[config.mk]
export PLATFORM = sky130hd
export DESIGN_NAME = pwd_isqrt
export DESIGN_NICKNAME = d
export VERILOG_FILES = /design/src/design/pwd_pkg.sv /design/src/design/pwd_isqrt.sv
export SDC_FILE = /design/constraint.sdc
export NUM_CORES = 1
export LEC_CHECK = 0
export BUFFER_PORTS_ARGS = -buffer_cell sky130_fd_sc_hd__buf_2
export CAP_MARGIN = 20
export CORE_UTILIZATION = 62
export DETAILED_ROUTE_END_ITERATION = 10
export PLACE_DENSITY = 0.85
export SLEW_MARGIN = 30
export SYNTH_ARGS = -nofsm -noshare
export SYNTH_HDL_FRONTEND = slang
export SYNTH_SLANG_ARGS = --single-unit
[constraint.sdc]
create_clock -name clock -period 4.9 [get_ports clock]
set_input_delay 0.98 -clock clock [delete_from_list [all_inputs] [get_ports clock]]
set_output_delay 0.98 -clock clock [all_outputs]
set_load 0.005 [all_outputs]
[src/design/pwd_pkg.sv]
// Shared types and constants of the pairwise distance core.
`timescale 1ns / 1ps
package pwd_pkg;

   localparam int ELEM_W     = 16;
   localparam int ROWS_REG_W = 7;
   localparam int COLS_REG_W = 11;
   localparam int CSR_DATA_W = 11;
   localparam int OUT_ROW_W  = 6;
   localparam int DIST_W     = 21;
   localparam int SQ_W       = 32;
   localparam logic [DIST_W-1:0] DIST_MAX = '1;

   typedef enum logic [0:0] {
      CSR_ROWS_IN_USE    = 1'b0,
      CSR_COLUMNS_IN_USE = 1'b1
   } csr_index_type;

   typedef enum logic [2:0] {
      ST_IDLE,
      ST_SWEEP,
      ST_DRAIN,
      ST_EMIT,
      ST_ROOT
   } state_type;

   // What a cell does with the sum handed over by its neighbor on a shift.
   typedef struct packed {
      logic shift;
      logic clear;
      logic add;
   } cell_op_type;

endpackage

[src/design/pwd_isqrt.sv]
// Bit-serial floor square root, one root bit per cycle, saturated to the output width.
`timescale 1ns / 1ps
module pwd_isqrt
   import pwd_pkg::*;
#(
   parameter int SUM_W = 42
) (
   input  logic              clock,
   input  logic              reset,
   input  logic              start,
   input  logic [SUM_W-1:0]  operand,
   output logic              done,
   output logic [DIST_W-1:0] root
);

   localparam int RW    = (SUM_W + 1) / 2;
   localparam int VW    = 2 * RW;
   localparam int CNT_W = $clog2(RW + 1);

   logic [VW-1:0]    val_ff, val_in;
   logic [RW+1:0]    rem_ff, rem_in;
   logic [RW-1:0]    root_ff, root_in;
   logic [CNT_W-1:0] cnt_ff, cnt_in;
   logic             busy_ff, busy_in;
   logic             done_ff, done_in;

   logic [RW+1:0]         rem_sh;
   logic [RW+1:0]         trial;
   logic [RW+DIST_W-1:0]  root_ext;

   always_comb begin
      val_in  = val_ff;
      rem_in  = rem_ff;
      root_in = root_ff;
      cnt_in  = cnt_ff;
      busy_in = busy_ff;
      done_in = done_ff;
      rem_sh  = {rem_ff[RW-1:0], val_ff[VW-1 -: 2]};
      trial   = {root_ff, 2'b01};
      if (start) begin
         val_in  = VW'(operand);
         rem_in  = '0;
         root_in = '0;
         cnt_in  = '0;
         busy_in = 1'b1;
         done_in = 1'b0;
      end else if (busy_ff) begin
         val_in = {val_ff[VW-3:0], 2'b00};
         if (rem_sh >= trial) begin
            rem_in  = rem_sh - trial;
            root_in = {root_ff[RW-2:0], 1'b1};
         end else begin
            rem_in  = rem_sh;
            root_in = {root_ff[RW-2:0], 1'b0};
         end
         cnt_in = cnt_ff + 1'b1;
         if (cnt_ff == CNT_W'(RW - 1)) begin
            busy_in = 1'b0;
            done_in = 1'b1;
         end
      end
   end

   always_ff @(posedge clock) begin
      val_ff  <= val_in;
      rem_ff  <= rem_in;
      root_ff <= root_in;
      cnt_ff  <= cnt_in;
      if (reset) begin
         busy_ff <= 1'b0;
         done_ff <= 1'b0;
      end else begin
         busy_ff <= busy_in;
         done_ff <= done_in;
      end
   end

   assign root_ext = (RW + DIST_W)'(root_ff);
   assign root = (root_ext > (RW + DIST_W)'(DIST_MAX)) ? DIST_MAX : root_ext[DIST_W-1:0];
   assign done = done_ff;

endmodule

After elaboration in Yosys (flattened, before gate mapping)

Cells that the tools add are included.

Input port bits: 45
Register bits: 91
Logic and storage cells: 22
Output and inout bits: 22

Equality and inequality tests: 1
Reductions and logical operators: 3
$lt $le $gt $ge: 2
Muxes and demuxes: 8
$add $sub $neg: 2

Operator list:

| operator                                                       | number |
|---|---|
| 42-bit 2-to-1 mux                                              | 2 |
| 21-bit 2-to-1 mux                                              | 2 |
| 23-bit >= comparator                                           | 1 |
| 21-bit greater-than comparator (second input constant)         | 1 |
| 21-bit subtractor                                              | 1 |
| 5-bit by 1-bit adder with 5-bit output (second input constant) | 1 |
| 5-bit equality test (second input constant)                    | 1 |
| 1-bit 2-to-1 mux                                               | 4 |
| 2-bit AND reduction                                            | 1 |
| 2-bit nonzero test                                             | 1 |
| 2-bit OR reduction                                             | 1 |

Longest topological paths before layout

Word-level depth: 4
Mapped depth: 13

Worst setup path after synthesis

OpenSTA, ideal clock, no wires.

Path type: register -> register
Start: reg root_ff[9]
End: reg rem_ff[10]
Library setup time: 0.088 ns
Cell stages (with the launch flop): 12
Data required time: 4.812 ns
Setup slack: 2.404 ns
Arrival time: 2.408 ns
Path through: dfxtp_1 inv_1 ha_1 buf_4 nand4_1 or4_1 a31o_1 a31oi_4 buf_6 buf_8 nand3_2 a311oi_2

Word-level cells in the longest chain between the ends: 2

RTL lines:

| what                   | line            | source |
|---|---|---|
| start, declared        | pwd_isqrt.sv:22 | `logic [RW-1:0] root_ff, root_in;` |
| start signal, assigned | pwd_isqrt.sv:67 | `root_ff <= root_in;` |
| 23-bit >= comparator   | pwd_isqrt.sv:49 | `if (rem_sh >= trial) begin` |
| 21-bit 2-to-1 mux      | pwd_isqrt.sv:49 |  |
| end signal, assigned   | pwd_isqrt.sv:66 | `rem_ff <= rem_in;` |
| end, declared          | pwd_isqrt.sv:21 | `logic [RW+1:0] rem_ff, rem_in;` |

No other way between the ends.
A chain may end at the register's enable or synchronous reset.

Final worst setup path

Start: reg root_ff[9]
End: reg rem_ff[18]

Word-level cells in the longest chain between the ends: 2

RTL lines:

| what                                                             | line |
|---|---|
| 21-bit subtractor / 23-bit >= comparator (equally long branches) | pwd_isqrt.sv:50, pwd_isqrt.sv:49 |
| 21-bit 2-to-1 mux (*)                                            | pwd_isqrt.sv:49 |

Mark *: on every way between the ends. The rest lies on a longest branch, timed or not.

==> results.cfg <==
[floorplan]
rows = 32
core_area_mm2 = 0.007687
die_x_um = 90.97
io_pins = 67
start_util_pct = 63.83
die_h_um = 90.97
die_area_mm2 = 0.008275

[sta]
max_freq_mhz = 329.5
setup_ws_ns = 1.865
rsz0062_at_grt = false
slew_headroom_pct = 51.77
setup_viol = 0
hold_viol = 0
worst_pin_slew_ns = 0.7234
whs_ns = 0.4659
setup_tns_ns = 0
skew_ns = 0.006638
period_share_pct = 61.93
period_needed_ns = 3.035
slew_violations = 0

[final_layout]
antenna_cells = 0
fin_cells = 625
area_growth_pct = 9.689
final_nets = 588
layout_common_cells = 66 x buf_2, 58 x nor2_1, 48 x dfxtp_1
final_core_util_pct = 70.02
mostFrequentLayoutCell = buf_2
fillers = 628
final_area_mm2 = 0.005383
layout-drive-gt1-share_pct = 25.05

[place]
dp_cells = 608
dp_hpwl_um = 6508
gp_congestion = 0.8800
io_buffers = 66
placed_area_mm2 = 0.005199
post-place-ws_ns = 1.633

[cts]
cts.repair.resized = 0
cts_max_path_buffers = 2
cts_tree = yes
clock-sinks = 91
post-cts-setup-buffers = 0
cts_buffers = 9
cts_hold_buffers = 0
clk_pin_slew_ns = 0.09
htree_levels = 3
insertion_delay_ns = 0.36
cts-root-buf = clkbuf_8

[routing]
drt_iter0_markers = 135
via_per_inst = 5.637
ant_nets = 0
vias = 3523
firstDrtPassIters = 4
wl_um = 9303
wl_per_cell_um = 14.88
drcViolationCount = 0

[logic_synthesis]
synth_fp_nets = 549
synth_seq_area_share_pct = 45.69
ys.flop_type = dfxtp_1
synth-edff-count = 42
synthCells = 479
syn_avg_cell_area_um2 = 10.24
syn-cell-area_mm2 = 0.004907
synthArstFlopShare_pct = 0
synth_warnings = 0
ys_ff_latch = 91
yosys.cell_types.count = 48

[worst_setup_path]
crit_chain = inv_1, ha_1, nand4_1, or4_1, a31o_1, a31oi_4, buf_8, nand3_1, mux2_2, o211ai_1
worstPathRequired_ns = 5.19
crit_type = reg -> reg
startpoint_type = flop
path_buf_inv = 2
critPathTopFamily = simple AND/OR/NAND/NOR gates
worstPathArrival_ns = 3.33
max_stage_delay_ns = 0.56
cp_max_fo = 22
crit_slowest_cell = or4_1
cp-end-kind = flop

[grt]
grt_max_degree = 48
antenna_found_initial = 0
grt_pass1_wl_um = 15480
grt-ovfl-total = 0
track_usage_pct = 23.48
grt_pass1_vias = 3492

[pwr]
ir_drop_v = 0.0002676
power.total_mw = 2.770
power_density_mw_per_mm2 = 514.7
p_leak_nw = 2.245

[status]
status = complete, no violations

[min_path]
hold_path.class = reg -> reg

[run]
maxCapViolations = 0
## sequential cells by signal (all words and copies together), names as in the netlist
signal,flops
busy_ff,1
cnt_ff,5
done,1
rem_ff,21
root_ff,21
val_ff,42
## routing by layer
metal / global-route usage, % / vias up / part of all wire [%] / routed length [µm]
met4: 9.788 / 0 / 1.7 / 155
met3: 6.449 / 12 / 5.6 / 521
met1: 27.88 / 1670 / 44 / 4092
met2: 40.09 / 89 / 49 / 4534
li1: - / 1752 / - / -
met5: 0 / - / 0 / 0
## synth_stat cells (2+ instances only)
cell type  instances  area share [%]
nor2_1            58             4.4
dfxtp_1           49              20
edfxtp_1          42              26
mux2_2            41             9.4
mux2i_1           35             7.1
clkbuf_1          31             2.4
inv_1             29             2.2
nand2_1           26             2.0
ha_1              25             6.4
a21oi_1           17             1.7
o21ai_0           15             1.5
xnor2_1           14             2.5
a211oi_1          11             1.7
a21o_1             7             1.1
nand3_1            7            0.71
nand4_1            6            0.76
xor2_1             6             1.1
buf_1              5            0.38
nand2b_1           5            0.64
o21a_1             4            0.61
o221ai_1           4            0.71
nor2b_1            3            0.38
nor3_1             3            0.31
o211ai_1           3            0.46
or3_1              3            0.38
and2_1             2            0.25
buf_2              2            0.20
buf_6              2            0.46
o211a_1            2            0.41
o21bai_1           2            0.31
o22ai_1            2            0.25
o31ai_1            2            0.31
## worst paths after layout
path	startpoint	endpoint	slack, ns	cells after the start
setup / recovery	root_ff[9]	rem_ff[18]	1.87	10
hold / removal	done	done	0.47	1
setup reg to reg	root_ff[9]	rem_ff[18]	1.87	10
hold reg to reg	done	done	0.47	1
## cells by family (layout without fill, tap and decap cells)
logic type / count (synthesis) / in the layout / share of synthesized area, %
compound gates: 76 / 76 / 10.61
buf+inv: 71 / 115 / 6.094
mux: 76 / 76 / 16.55
fa+ha+maj: 25 / 25 / 6.374
flops: 91 / 91 / 45.69
simple gates: 120 / 120 / 11.12
xor+xnor: 20 / 20 / 3.570
## power by group
group	switching [mW]	internal [mW]
clock	0.269	0.184
sequential	0.0657	0.896
combinational	0.725	0.630
## layout make-up
| class | count | area (µm²) | area share, % |
|---|---|---|---|
| clock buffer | 10 | 127.6 | 2.371 |
| clock inverter | 6 | 41.29 | 0.7671 |
| inverter | 29 | 108.9 | 2.022 |
| multi-input combinational | 317 | 2366 | 43.96 |
| sequential | 91 | 2243 | 41.68 |
| tap | 102 | 127.6 | 2.371 |
| timing repair buffer | 70 | 367.9 | 6.834 |
Note: power is estimated with default switching activity, not from simulation.
