File: config.mk
export PLATFORM = sky130hd
export DESIGN_NAME = pwd_sum_cell
export DESIGN_NICKNAME = d
export VERILOG_FILES = /design/src/design/pwd_pkg.sv /design/src/design/pwd_sum_cell.sv
export SDC_FILE = /design/constraint.sdc
export NUM_CORES = 1
export LEC_CHECK = 0
export BUFFER_PORTS_ARGS = -buffer_cell sky130_fd_sc_hd__buf_2
export CORE_UTILIZATION = 52
export DETAILED_ROUTE_END_ITERATION = 16
export PLACE_DENSITY = 0.81
export RECOVER_POWER = 100
export SLEW_MARGIN = 5
export SYNTH_ARGS = -nofsm -noshare
export SYNTH_HDL_FRONTEND = slang
export SYNTH_SLANG_ARGS = --single-unit
File: constraint.sdc
create_clock -name clock -period 3.3 [get_ports clock]
set_input_delay 0.33 -clock clock [delete_from_list [all_inputs] [get_ports clock]]
set_output_delay 0.33 -clock clock [all_outputs]
set_load 0.1 [all_outputs]
File: src/design/pwd_pkg.sv
// Shared types and constants of the pairwise distance core.
`timescale 1ns / 1ps
package pwd_pkg;

   localparam int ELEM_W     = 16;
   localparam int ROWS_REG_W = 7;
   localparam int COLS_REG_W = 11;
   localparam int CSR_DATA_W = 11;
   localparam int OUT_ROW_W  = 6;
   localparam int DIST_W     = 21;
   localparam int SQ_W       = 32;
   localparam logic [DIST_W-1:0] DIST_MAX = '1;

   typedef enum logic [0:0] {
      CSR_ROWS_IN_USE    = 1'b0,
      CSR_COLUMNS_IN_USE = 1'b1
   } csr_index_type;

   typedef enum logic [2:0] {
      ST_IDLE,
      ST_SWEEP,
      ST_DRAIN,
      ST_EMIT,
      ST_ROOT
   } state_type;

   // What a cell does with the sum handed over by its neighbor on a shift.
   typedef struct packed {
      logic shift;
      logic clear;
      logic add;
   } cell_op_type;

endpackage

File: src/design/pwd_sum_cell.sv
// One accumulator cell of the rotating chain of running sums.
`timescale 1ns / 1ps
module pwd_sum_cell
   import pwd_pkg::*;
#(
   parameter int SUM_W = 42
) (
   input  logic             clock,
   input  cell_op_type      op,
   input  logic [SUM_W-1:0] nb_sum,
   input  logic [SUM_W-1:0] addend,
   output logic [SUM_W-1:0] sum
);

   logic [SUM_W-1:0] sum_ff;
   logic [SUM_W-1:0] sum_in;

   always_comb begin
      sum_in = (op.clear ? '0 : nb_sum) + (op.add ? addend : '0);
   end

   always_ff @(posedge clock) begin
      if (op.shift) begin
         sum_ff <= sum_in;
      end
   end

   assign sum = sum_ff;

endmodule

# Word-level counts from Yosys, hierarchy flattened
# Cells that the tools add are included.
[op_classes]
addsub = 1
mux = 2
[op_table]
columns = ["op", "count"]
rows = [
  ["$mux W42", 2],
  ["$add A42 B42 Y42", 1],
]
[totals]
register_bits = 42
in_bits = 88
output_inout_bits = 42
wordCells = 4

# Longest topological paths before layout
# Gate-level depths: netlist of the first run.
[depth]
ltp_word = 2
ltp_mapped = 14
ltp_nobuf = 13

# Worst setup path before layout of the first run
# No wires, ideal clock.
[synth_path]
path_kind = "input to register"
startpoint = "input port op[1] (netlist bit)"
endpoint = "register sum_ff[40] (netlist: sum[40]), data pin"
setup_time_ns = 0.262
arrival_time_ns = 2.747
t_required_ns = 3.038
slack_ns = 0.290
path_stages = 14
n_path_buf = 1
cell_sequence = "clkbuf_1 -> nor2b_1 -> ha_1 -> inv_1 -> fa_1 -> nand2b_1 -> a21oi_2 -> o311a_4 -> a211oi_4 -> o21ba_4 -> o31ai_4 -> a21oi_2 -> a31oi_2 -> xor2_1"
[synth_between]
elab_chain_len = 2
[synth_rtl]
columns = ["element", "line_no", "rtl"]
rows = [
  ["start: declaration", "pwd_sum_cell.sv:9", "input cell_op_type op,"],
  ["$mux W42", "pwd_sum_cell.sv:19", "sum_in = (op.clear ? '0 : nb_sum) + (op.add ? addend : '0);"],
  ["$add A42 B42 Y42", "pwd_sum_cell.sv:19", ""],
  ["named net sum_in[40]", "pwd_sum_cell.sv:16", "logic [SUM_W-1:0] sum_in;"],
  ["end signal: assignment", "pwd_sum_cell.sv:24", "sum_ff <= sum_in;"],
  ["end: declaration", "pwd_sum_cell.sv:15", "logic [SUM_W-1:0] sum_ff;"],
]
# The timed path passes the listed nets, and every way through them passes these cells.
# A chain may end at the register's enable or synchronous reset.

# Final worst setup path of the first run
[layout_path]
startpoint = "input port op[0] (netlist bit)"
endpoint = "register sum_ff[40] (netlist: sum[40]), data pin"
# Same word-level chain as after synthesis.

==> run_results.csv, run 1 <==
group,metric,value,unit
outcome,status,"finished with violations",
outcome,failed_checks,"capacitance limit, slew limit",
die,initial_core_util,54.8,%
global_route,grt_pass1_wl,16300,microns
worst_setup_path,path_cells,"buf_2, and2_0, ha_1, inv_1, fa_1, nand2b_1, a21oi_1, o311a_4, a211oi_4, o21ba_4, o31ai_4, a21oi_2, a31oi_2, xor2_1",
timing,min_period,3.01,ns
worst_setup_path,cp-start-kind,"input pin",
die,die_x,90.3,microns
cts,cts_resized,0,
logic_synthesis,async_flop_share,0,%
die,die_h,90.3,microns
logic_synthesis,syn_nets,578,
finish,syn_to_final_growth,19.2,%
finish,largest_reg_flops,42,
worst_setup_path,endpoint,"sum[40]$_DFFE_PP_",
power,power_frac_comb,48.9,%
global_route,antenna_found_initial,0,
worst_setup_path,required,3.34,ns
power,ir_worst_vdd,238,uV
logic_synthesis,syn_avg_cell_area,9.05,sq um
worst_setup_path,startpoint,"op[0]",
power,power.internal,1.04,mW
cts,path_clk_slew,0.08,ns
logic_synthesis,synth_compound_area_share,20.5,%
timing,rsz0062_at_grt,"no",
detailed_routing,vias_per_cell,5.53,
detailed_routing,wire_per_inst,14.4,microns
timing,maxSlewViolCount,43,
detailed_routing,vias,3741,
worst_setup_path,slowest_delay,0.39,ns
power,finalPower,2.00,mW
finish,layout.nets,707,
run,maxCapViolations,1,
logic_synthesis,yosys.cell_types.count,48,
timing,slew_headroom,-57.6,%
timing,tightest_slew,2.36,ns
logic_synthesis,muxShareOfSynthArea,0,%
logic_synthesis,synth_seq_cells,42,
worst_hold_path,hold_path_class,"in2reg",
detailed_routing,wl,9750,microns
logic_synthesis,synthAdderAreaFrac,13.1,%
logic_synthesis,synth_edf_count,42,
cts,cts.path.max_buffers,2,
cts,cts_tree,"built",
die,rows,31,
power,seqPwrFrac,35.0,%
detailed_routing,drc_errors,0,
power,switching_share,47.7,%
cts,post_cts_buffers,0,
worst_setup_path,cp_data_arrival_time,3.05,ns
power,clockPowerShare,16.1,%
cts,htreeDepth,2,
timing,setup_viol,0,
global_route,grt_pass1_vias,3714,
cts,numCtsBuffers,5,
die,die_area,8160,sq um
global_route,grtUsageTotal,24.3,%
cts,clock-sinks,42,
finish,num-fill-cells,656,
logic_synthesis,synth-xor-area-share,8.64,%
logic_synthesis,netlist_instances,448,
global_route,grt_start_max_net_pins,43,
place,numPortBuffers,129,
timing,hold_viol,0,
place,gp_congestion,0.865,
timing,tns,0,ns
power,p_sw,0.953,mW
logic_synthesis,ys.flop_type,"edfxtp_1",
logic_synthesis,yosysSeqAreaShare,31.1,%
global_route,grt_overflow,0,
cts,cts-root-buf,"clkbuf_8",
worst_setup_path,endpoint_kind,"flop",
finish,drive_above_1_share,18.9,%
logic_synthesis,yosys_warnings,0,
die,core_area,7410,sq um
worst_setup_path,slowest_stage,"fa_1",
worst_hold_path,min-delay-start,"addend[0]",
power,leakagePower,2.16,nW
logic_synthesis,synth-simple-area-share,24.3,%
die,ios,130,
logic_synthesis,syn_area,4060,sq um
cts,cts_hold_buf,0,
logic_synthesis,synth_top_family_by_area,"simple AND/OR/NAND/NOR gates",
detailed_routing,drtIter0Drc,215,
place,dpl.hpwl,7800,microns
timing,fmax,0.333,GHz
finish,n_antenna_cell,0,
detailed_routing,ant_nets,0,
detailed_routing,drt-pass1-iter-count,5,
worst_setup_path,worstSetupPathType,"in2reg",
power,powerDensity,413,nW/um^2
timing,fin_crit_sh,91.1,%
worst_setup_path,cp_max_fo,11,
## layout make-up
type                    count  area, sq um  area share, %
repair buffers            136          644           13.3
inverters                  11         41.3          0.854
well taps                  99          124           2.56
multi-input cells         381         2690           55.6
flip-flops and latches     42         1260           26.1
clock buffers               7         76.3           1.58
## synthesized netlist by cell type, types with 6 or more instances
cell	n	area, sq um
a21o_1	20	150
a21oi_1	39	195
a31oi_1	7	43.8
and2_1	42	263
clkbuf_1	12	45.0
edfxtp_1	42	1260
ha_1	41	513
inv_1	11	41.3
nand2_1	23	86.3
nand2b_1	12	75.1
nand3_1	16	80.1
nand4_1	6	37.5
nor2_1	25	93.8
nor2b_1	44	275
o21ai_0	11	55.1
o21ai_1	10	50.1
xnor2_1	25	219
xor2_1	15	131
## routing by layer
layer  GRT usage, %  vias up  part of all wire, %  wire length, microns
li1               -     1864                    -                     -
met1           30.4     1725                   44                  4290
met2           42.7      134                   49                  4780
met3           3.62       18                  5.1                   500
met4           8.06        0                  1.8                   175
met5              0        -                    0                     0
## metrics by stage
step	util, %	setup slack (ns)	std cells	hold slack [ns]	cell area (sq um)
3_5_place_dp	65.1	0.0497	669	0.764	4820
3_3_place_gp	65.1	0.146	669	0.759	4820
4_1_cts	66.1	0.357	676	0.465	4900
2_1_floorplan	-	0.290	448	0.442	4060
6_report	65.3	0.293	676	0.475	4840
5_1_grt	65.3	0.0942	676	0.479	4840
## cells in the final DEF (no fill, tap or decap), drive strengths merged, types with 3 or more instances in the layout
cell type  instances
a211oi             3
a21o              20
a21oi             41
a31oi              8
and2              42
and3               3
buf               92
clkbuf            51
edfxtp            42
ha                41
inv               11
nand2             23
nand2b            12
nand3             16
nand4              6
nor2              25
nor2b             44
o211ai             4
o21a               5
o21ai             22
o21bai             5
xnor2             25
xor2              15
## worst min-delay path by stage
| stage | cells after the start | to | slack [ns] |
|---|---|---|---|
| 6_report | 3 | sum[0]$_DFFE_PP_ | 0.47 |
| 5_1_grt | 3 | sum[0]$_DFFE_PP_ | 0.48 |
| 4_1_cts | 3 | sum[0]$_DFFE_PP_ | 0.47 |
| 3_5_place_dp | 3 | sum[0]$_DFFE_PP_ | 0.76 |
| 3_3_place_gp | 3 | sum[0]$_DFFE_PP_ | 0.76 |
| 2_1_floorplan | 0 | sum[0]$_DFFE_PP_ | 0.44 |
## critical path, delay by kind of cell
kind / cells / cell delay (ns)
compound gates: 7 / 1.52
xor+xnor: 1 / 0.08
fa+ha+maj: 2 / 0.55
buf+inv: 2 / 0.22
simple gates: 2 / 0.34
## logic make-up (layout without fill, tap and decap cells)
group,count (synthesis),in the layout
simple gates,179,179
flops,42,42
xor+xnor,40,40
compound gates,120,120
buf+inv,25,154
fa+ha+maj,42,42
## power by group through the flow
stage / Sequential (mW) / Combinational (mW) / Clock [mW]
after floorplan: 1.20 / 0.303 / 0
after global placement: 0.707 / 0.982 / 0
after detailed placement: 0.707 / 0.993 / 0
after CTS: 0.695 / 0.995 / 0.327
after global routing: 0.704 / 1.03 / 0.344
final: 0.699 / 0.977 / 0.323
Note: power is estimated with default switching activity, not from simulation.
==> run 2: changes to the inputs <==
--- a/config.mk
+++ b/config.mk
@@ -6,9 +6,9 @@
 export NUM_CORES = 1
 export LEC_CHECK = 0
 export BUFFER_PORTS_ARGS = -buffer_cell sky130_fd_sc_hd__buf_2
-export CORE_UTILIZATION = 52
+export CORE_UTILIZATION = 54
 export DETAILED_ROUTE_END_ITERATION = 16
-export PLACE_DENSITY = 0.81
+export PLACE_DENSITY = 0.84
 export RECOVER_POWER = 100
 export SLEW_MARGIN = 5
 export SYNTH_ARGS = -nofsm -noshare
==> constraint.sdc (replaced) <==
create_clock -name clock -period 3.9 [get_ports clock]
set_input_delay 0.39 -clock clock [delete_from_list [all_inputs] [get_ports clock]]
set_output_delay 0.39 -clock clock [all_outputs]
set_load 0.1 [all_outputs]
==> run 2 against run 1 <==
Net effect:
- the flow still finishes with violations (capacitance limit, slew limit)
- sequential share of layout area up 0.25 points
- power down 16%
- critical endpoint is now sum[38]$_DFFE_PP_
- largest power group unchanged
- first-iteration DRC count down 13%
- sequential power down 16%
==> run_results.csv, run 2 (same netlist as run 1, synthesis figures left out) <==
group,metric,value,unit
outcome,status,"finished with violations",
outcome,failed_checks,"capacitance limit, slew limit",
cts,cts_hold_buf,0,
worst_setup_path,startpoint,"op[0]",
die,die_area,7860,sq um
finish,layout.nets,703,
global_route,met2_usage,42.9,%
timing,tightest_slew,2.44,ns
finish,layout_commonest_cell,"buf_2",
detailed_routing,ant_nets,0,
cts,clock-sinks,42,
detailed_routing,drt-pass1-iter-count,6,
detailed_routing,drtIter0Drc,188,
cts,post_cts_buffers,0,
timing,hold_viol,0,
detailed_routing,wl,9550,microns
worst_setup_path,endpoint_kind,"flop",
worst_setup_path,cp_max_fo,8,
worst_setup_path,cp_data_arrival_time,3.38,ns
global_route,grt_pass1_wl,15000,microns
power,leakagePower,2.14,nW
die,rows,31,
timing,holdWs,0.517,ns
worst_setup_path,endpoint,"sum[38]$_DFFE_PP_",
die,initial_core_util,55.9,%
timing,min_period,3.34,ns
global_route,grtUsageTotal,24.0,%
power,powerDensity,351,nW/um^2
timing,setup_viol,0,
timing,rsz0062_at_grt,"no",
worst_setup_path,critPathTopFamily,"simple AND/OR/NAND/NOR gates",
worst_setup_path,required,3.94,ns
worst_setup_path,slowest_delay,0.52,ns
finish,largest_reg_flops,42,
die,ios,130,
worst_setup_path,worst-path-buf-inv,2,
global_route,grt_pass1_vias,3500,
timing,maxSlewViolCount,43,
cts,cts_tree,"built",
die,die_x,88.7,microns
worst_setup_path,cp-start-kind,"input pin",
worst_setup_path,path_depth,14,
detailed_routing,vias,3770,
cts,numCtsBuffers,5,
place,dp_slack,0.592,ns
cts,path_clk_slew,0.08,ns
timing,slew_headroom,-62.5,%
detailed_routing,wire_per_inst,14.2,microns
run,maxCapViolations,1,
place,numPortBuffers,129,
power,finalPower,1.68,mW
place,dpl.hpwl,7440,microns
place,gp_congestion,0.876,
timing,tns,0,ns
global_route,antenna_found_initial,0,
timing,fmax,0.299,GHz
worst_setup_path,path_cells,"clkbuf_1, and2_0, ha_1, inv_1, fa_1, nand2b_1, a21oi_1, o311a_1, a211oi_4, nor3_1, a2111oi_2, or4_1, nand3_1, xor2_1",
worst_hold_path,hold_path_class,"in2reg",
global_route,grtUsageMet3,3.26,%
global_route,met1_usage,29.9,%
power,ir_worst_vdd,153,uV
detailed_routing,drc_errors,0,
global_route,grt_start_max_net_pins,43,
finish,fin_area,4790,sq um
cts,htreeDepth,2,
worst_setup_path,slowest_stage,"or4_1",
finish,drive_above_1_share,17.6,%
global_route,top_usage_layer,"met2",
die,core_area,7250,sq um
cts,cts-root-buf,"clkbuf_8",
cts,cts_resized,0,
finish,syn_to_final_growth,18.1,%
worst_setup_path,worstSetupPathType,"in2reg",
timing,fin_crit_sh,85.7,%
global_route,grt_overflow,0,
place,placed_area,4790,sq um
cts,cts.path.max_buffers,2,
die,die_h,88.7,microns
timing,worst_slack,0.557,ns
finish,n_antenna_cell,0,
finish,layout_common_cells,"buf_2, clkbuf_1, nor2b_1",
detailed_routing,vias_per_cell,5.60,
## run 2: cell types whose count changed in the layout (fill, tap and decap cells not counted), moves of 2 or more
cell      before  now
buf_4          6    3
o21ai_1        5    3
buf_2         86   84
clkinv_1       0    3
and2_1        41   37
o21ai_0       16   18
and2_0         1    5
## run 2: per-stage QoR
step	utilization (%)	std cells
after global routing	66.1	673
after global placement	66.1	665
after CTS	67.2	673
after floorplan	-	448
final	66.1	673
after detailed placement	66.1	665
## run 2: report_power, final
group	switching (mW)	internal, mW	leakage, nW
clock network	0.153	0.120	0.0407
registers	0.0165	0.573	0.408
logic	0.638	0.181	1.69
total	0.807	0.875	2.14
## run 2: area by class of cell
type                       count  area (sq um)
sequential                    42          1260
clock buffer                   5          68.8
clock inverter                 3          11.3
tap                           99           124
fill                         652          2460
inverter                      11          41.3
multi-input combinational    381          2670
timing repair buffer         132           612
## run 2: worst min path at each step
stage,from,to,cells after the start
3_5_place_dp,addend[0],sum[0]$_DFFE_PP_,3
6_report,addend[0],sum[0]$_DFFE_PP_,3
3_3_place_gp,addend[0],sum[0]$_DFFE_PP_,3
5_1_grt,addend[0],sum[0]$_DFFE_PP_,3
4_1_cts,addend[0],sum[0]$_DFFE_PP_,3
2_1_floorplan,op[2],sum[0]$_DFFE_PP_,0
## run 2: routing by layer
metal	vias to the layer above	routed length, microns
met2	148	4530
met3	16	548
li1	1856	-
met1	1750	4310
met4	0	151
met5	-	0
==> run 3: changes to the inputs <==
--- a/config.mk
+++ b/config.mk
@@ -6,9 +6,10 @@
 export NUM_CORES = 1
 export LEC_CHECK = 0
 export BUFFER_PORTS_ARGS = -buffer_cell sky130_fd_sc_hd__buf_2
-export CORE_UTILIZATION = 54
+export CORE_UTILIZATION = 52
 export DETAILED_ROUTE_END_ITERATION = 16
-export PLACE_DENSITY = 0.84
+export GPL_TIMING_DRIVEN = 0
+export PLACE_DENSITY = 0.81
 export RECOVER_POWER = 100
 export SLEW_MARGIN = 5
 export SYNTH_ARGS = -nofsm -noshare
==> constraint.sdc (replaced) <==
create_clock -name clock -period 3.18 [get_ports clock]
set_input_delay 0.318 -clock clock [delete_from_list [all_inputs] [get_ports clock]]
set_output_delay 0.318 -clock clock [all_outputs]
set_load 0.1 [all_outputs]
==> run 3 against run 2 <==
Net effect:
- the flow now finishes without violations
- combinational power increased by 26%
- hold slack got worse by 0.057 ns
- power increased by 24%
- design area increased by 3.5%
- die area increased by 3.8%
- final cell count increased by 1.9%
==> run_results.csv, run 3 (same netlist as run 1, synthesis figures left out) <==
group,metric,value,unit
outcome,status,"finished, final reports clean",
detailed_routing,drc_errors,0,
timing,tns,0,ns
place,dp_slack,-0.430,ns
cts,clock-sinks,42,
power,leakagePower,2.31,nW
worst_hold_path,hold_path_class,"in2reg",
die,core_area,7410,sq um
cts,numCtsBuffers,5,
power,power_frac_comb,49.5,%
cts,cts-root-buf,"clkbuf_8",
timing,hold_viol,0,
worst_hold_path,min-delay-start,"addend[0]",
global_route,grt_overflow,0,
cts,cts_tree,"built",
detailed_routing,wl,9600,microns
global_route,grt_start_max_net_pins,43,
global_route,antenna_found_initial,0,
place,gp_congestion,0.891,
timing,tightest_slew,0.978,ns
finish,n_antenna_cell,0,
worst_hold_path,holdPathEnd,"sum[0]$_DFFE_PP_",
cts,path_clk_slew,0.08,ns
run,maxCapViolations,0,
die,die_area,8160,sq um
place,dpl.cell_count,676,
global_route,grt_pass1_vias,3505,
finish,largest_reg_flops,42,
global_route,grtUsageTotal,23.6,%
worst_setup_path,worstSetupPathType,"in2reg",
worst_hold_path,whs_path_depth,3,
die,die_h,90.3,microns
finish,final_cells,686,
detailed_routing,vias_per_cell,5.46,
die,ios,130,
detailed_routing,ant_nets,0,
timing,min_period,3.03,ns
cts,cts.path.max_buffers,2,
global_route,grt_pass1_wl,15800,microns
power,clockPowerShare,15.8,%
worst_setup_path,endpoint_kind,"flop",
detailed_routing,drtIter0Drc,111,
timing,worst_slack,0.154,ns
timing,maxSlewViolCount,0,
finish,layout.nets,717,
detailed_routing,vias,3745,
worst_setup_path,slowest_delay,0.54,ns
power,p_sw,0.980,mW
worst_setup_path,cp_max_fo,10,
power,powerDensity,420,nW/um^2
place,numPortBuffers,129,
timing,setup_viol,0,
cts,cts_hold_buf,0,
die,initial_core_util,54.8,%
timing,fin_crit_sh,95.2,%
die,die_x,90.3,microns
timing,holdWs,0.460,ns
power,switching_share,47.1,%
finish,layout_common_cells,"buf_2, nor2b_1, and2_1, edfxtp_1, ha_1",
worst_setup_path,required,3.22,ns
finish,syn_to_final_growth,22.2,%
worst_setup_path,slowest_stage,"or4_4",
cts,htreeDepth,2,
worst_setup_path,cp_data_arrival_time,3.07,ns
worst_setup_path,cp-start-kind,"input pin",
worst_setup_path,path_cells,"buf_2, clkbuf_4, nor2b_1, ha_2, inv_1, fa_1, nand2b_4, a21oi_2, o311a_4, a211oi_4, nor3_2, a2111oi_2, or4_4, nand3_1, xor2_1",
die,rows,31,
power,ir_worst_vdd,207,uV
power,power.internal,1.10,mW
finish,layout_commonest_cell,"buf_2",
timing,slew_headroom,34.8,%
finish,drive_above_1_share,27.6,%
detailed_routing,wire_per_inst,14.0,microns
detailed_routing,drt-pass1-iter-count,4,
power,seqPwrFrac,34.7,%
timing,fmax,0.330,GHz
finish,final_util,66.9,%
place,dpl.hpwl,7630,microns
[run 3: stage by stage]
stage          cell area [sq um]  total power, mW
2_1_floorplan               4060             1.56
3_3_place_gp                4830             1.74
3_5_place_dp                4830             1.76
4_1_cts                     4900             2.08
5_1_grt                     4960             2.18
6_report                    4960             2.08
[run 3: final cells by class]
type	instances	area (sq um)
buffer	14	63.8
fill	646	2450
clock buffer	7	76.3
sequential	42	1260
tap	99	124
inverter	11	41.3
multi-input combinational	381	2720
timing repair buffer	132	668
[run 3: power by group through the flow]
stage | logic (mW) | clock network (mW) | registers [mW]
after floorplan | 0.314 | 0 | 1.25
after global placement | 1.01 | 0 | 0.732
after detailed placement | 1.02 | 0 | 0.735
after CTS | 1.02 | 0.335 | 0.723
after global routing | 1.09 | 0.359 | 0.727
final | 1.03 | 0.328 | 0.722
[run 3: per-layer routing]
layer	vias up	routed length (microns)	track usage, %
met5	-	0	0
met4	0	191	7.93
met3	18	412	3.03
met2	124	4690	40.6
met1	1717	4300	30.7
li1	1886	-	-
[run 3: worst max-delay path by stage]
stage / startpoint / to / slack (ns) / cells after the start
finish: op[1] / sum[38]$_DFFE_PP_ / 0.15 / 15
global route: op[1] / sum[38]$_DFFE_PP_ / -0.02 / 15
CTS: op[1] / sum[38]$_DFFE_PP_ / 0.005 / 15
detailed placement: op[1] / sum[38]$_DFFE_PP_ / -0.43 / 15
global placement: op[1] / sum[38]$_DFFE_PP_ / -0.44 / 15
floorplan: op[1] / sum[40]$_DFFE_PP_ / 0.18 / 14
[run 3: critical path: cells and delay by family]
family / cells / cell delay (ns)
AND/OR/NAND/NOR: 5 / 1.13
XOR/XNOR: 1 / 0.06
adder cells (fa/ha/maj): 2 / 0.59
AO/OA/AOI/OAI: 4 / 0.57
buffers and inverters: 3 / 0.39
[run 3: what timing repair did]
action,in CTS,in global routing
setup buffers,0,3
pin swaps,0,6
gates resized for setup,2,13
endpoints found under the hold margin,0,0
setup endpoints to repair,3,11
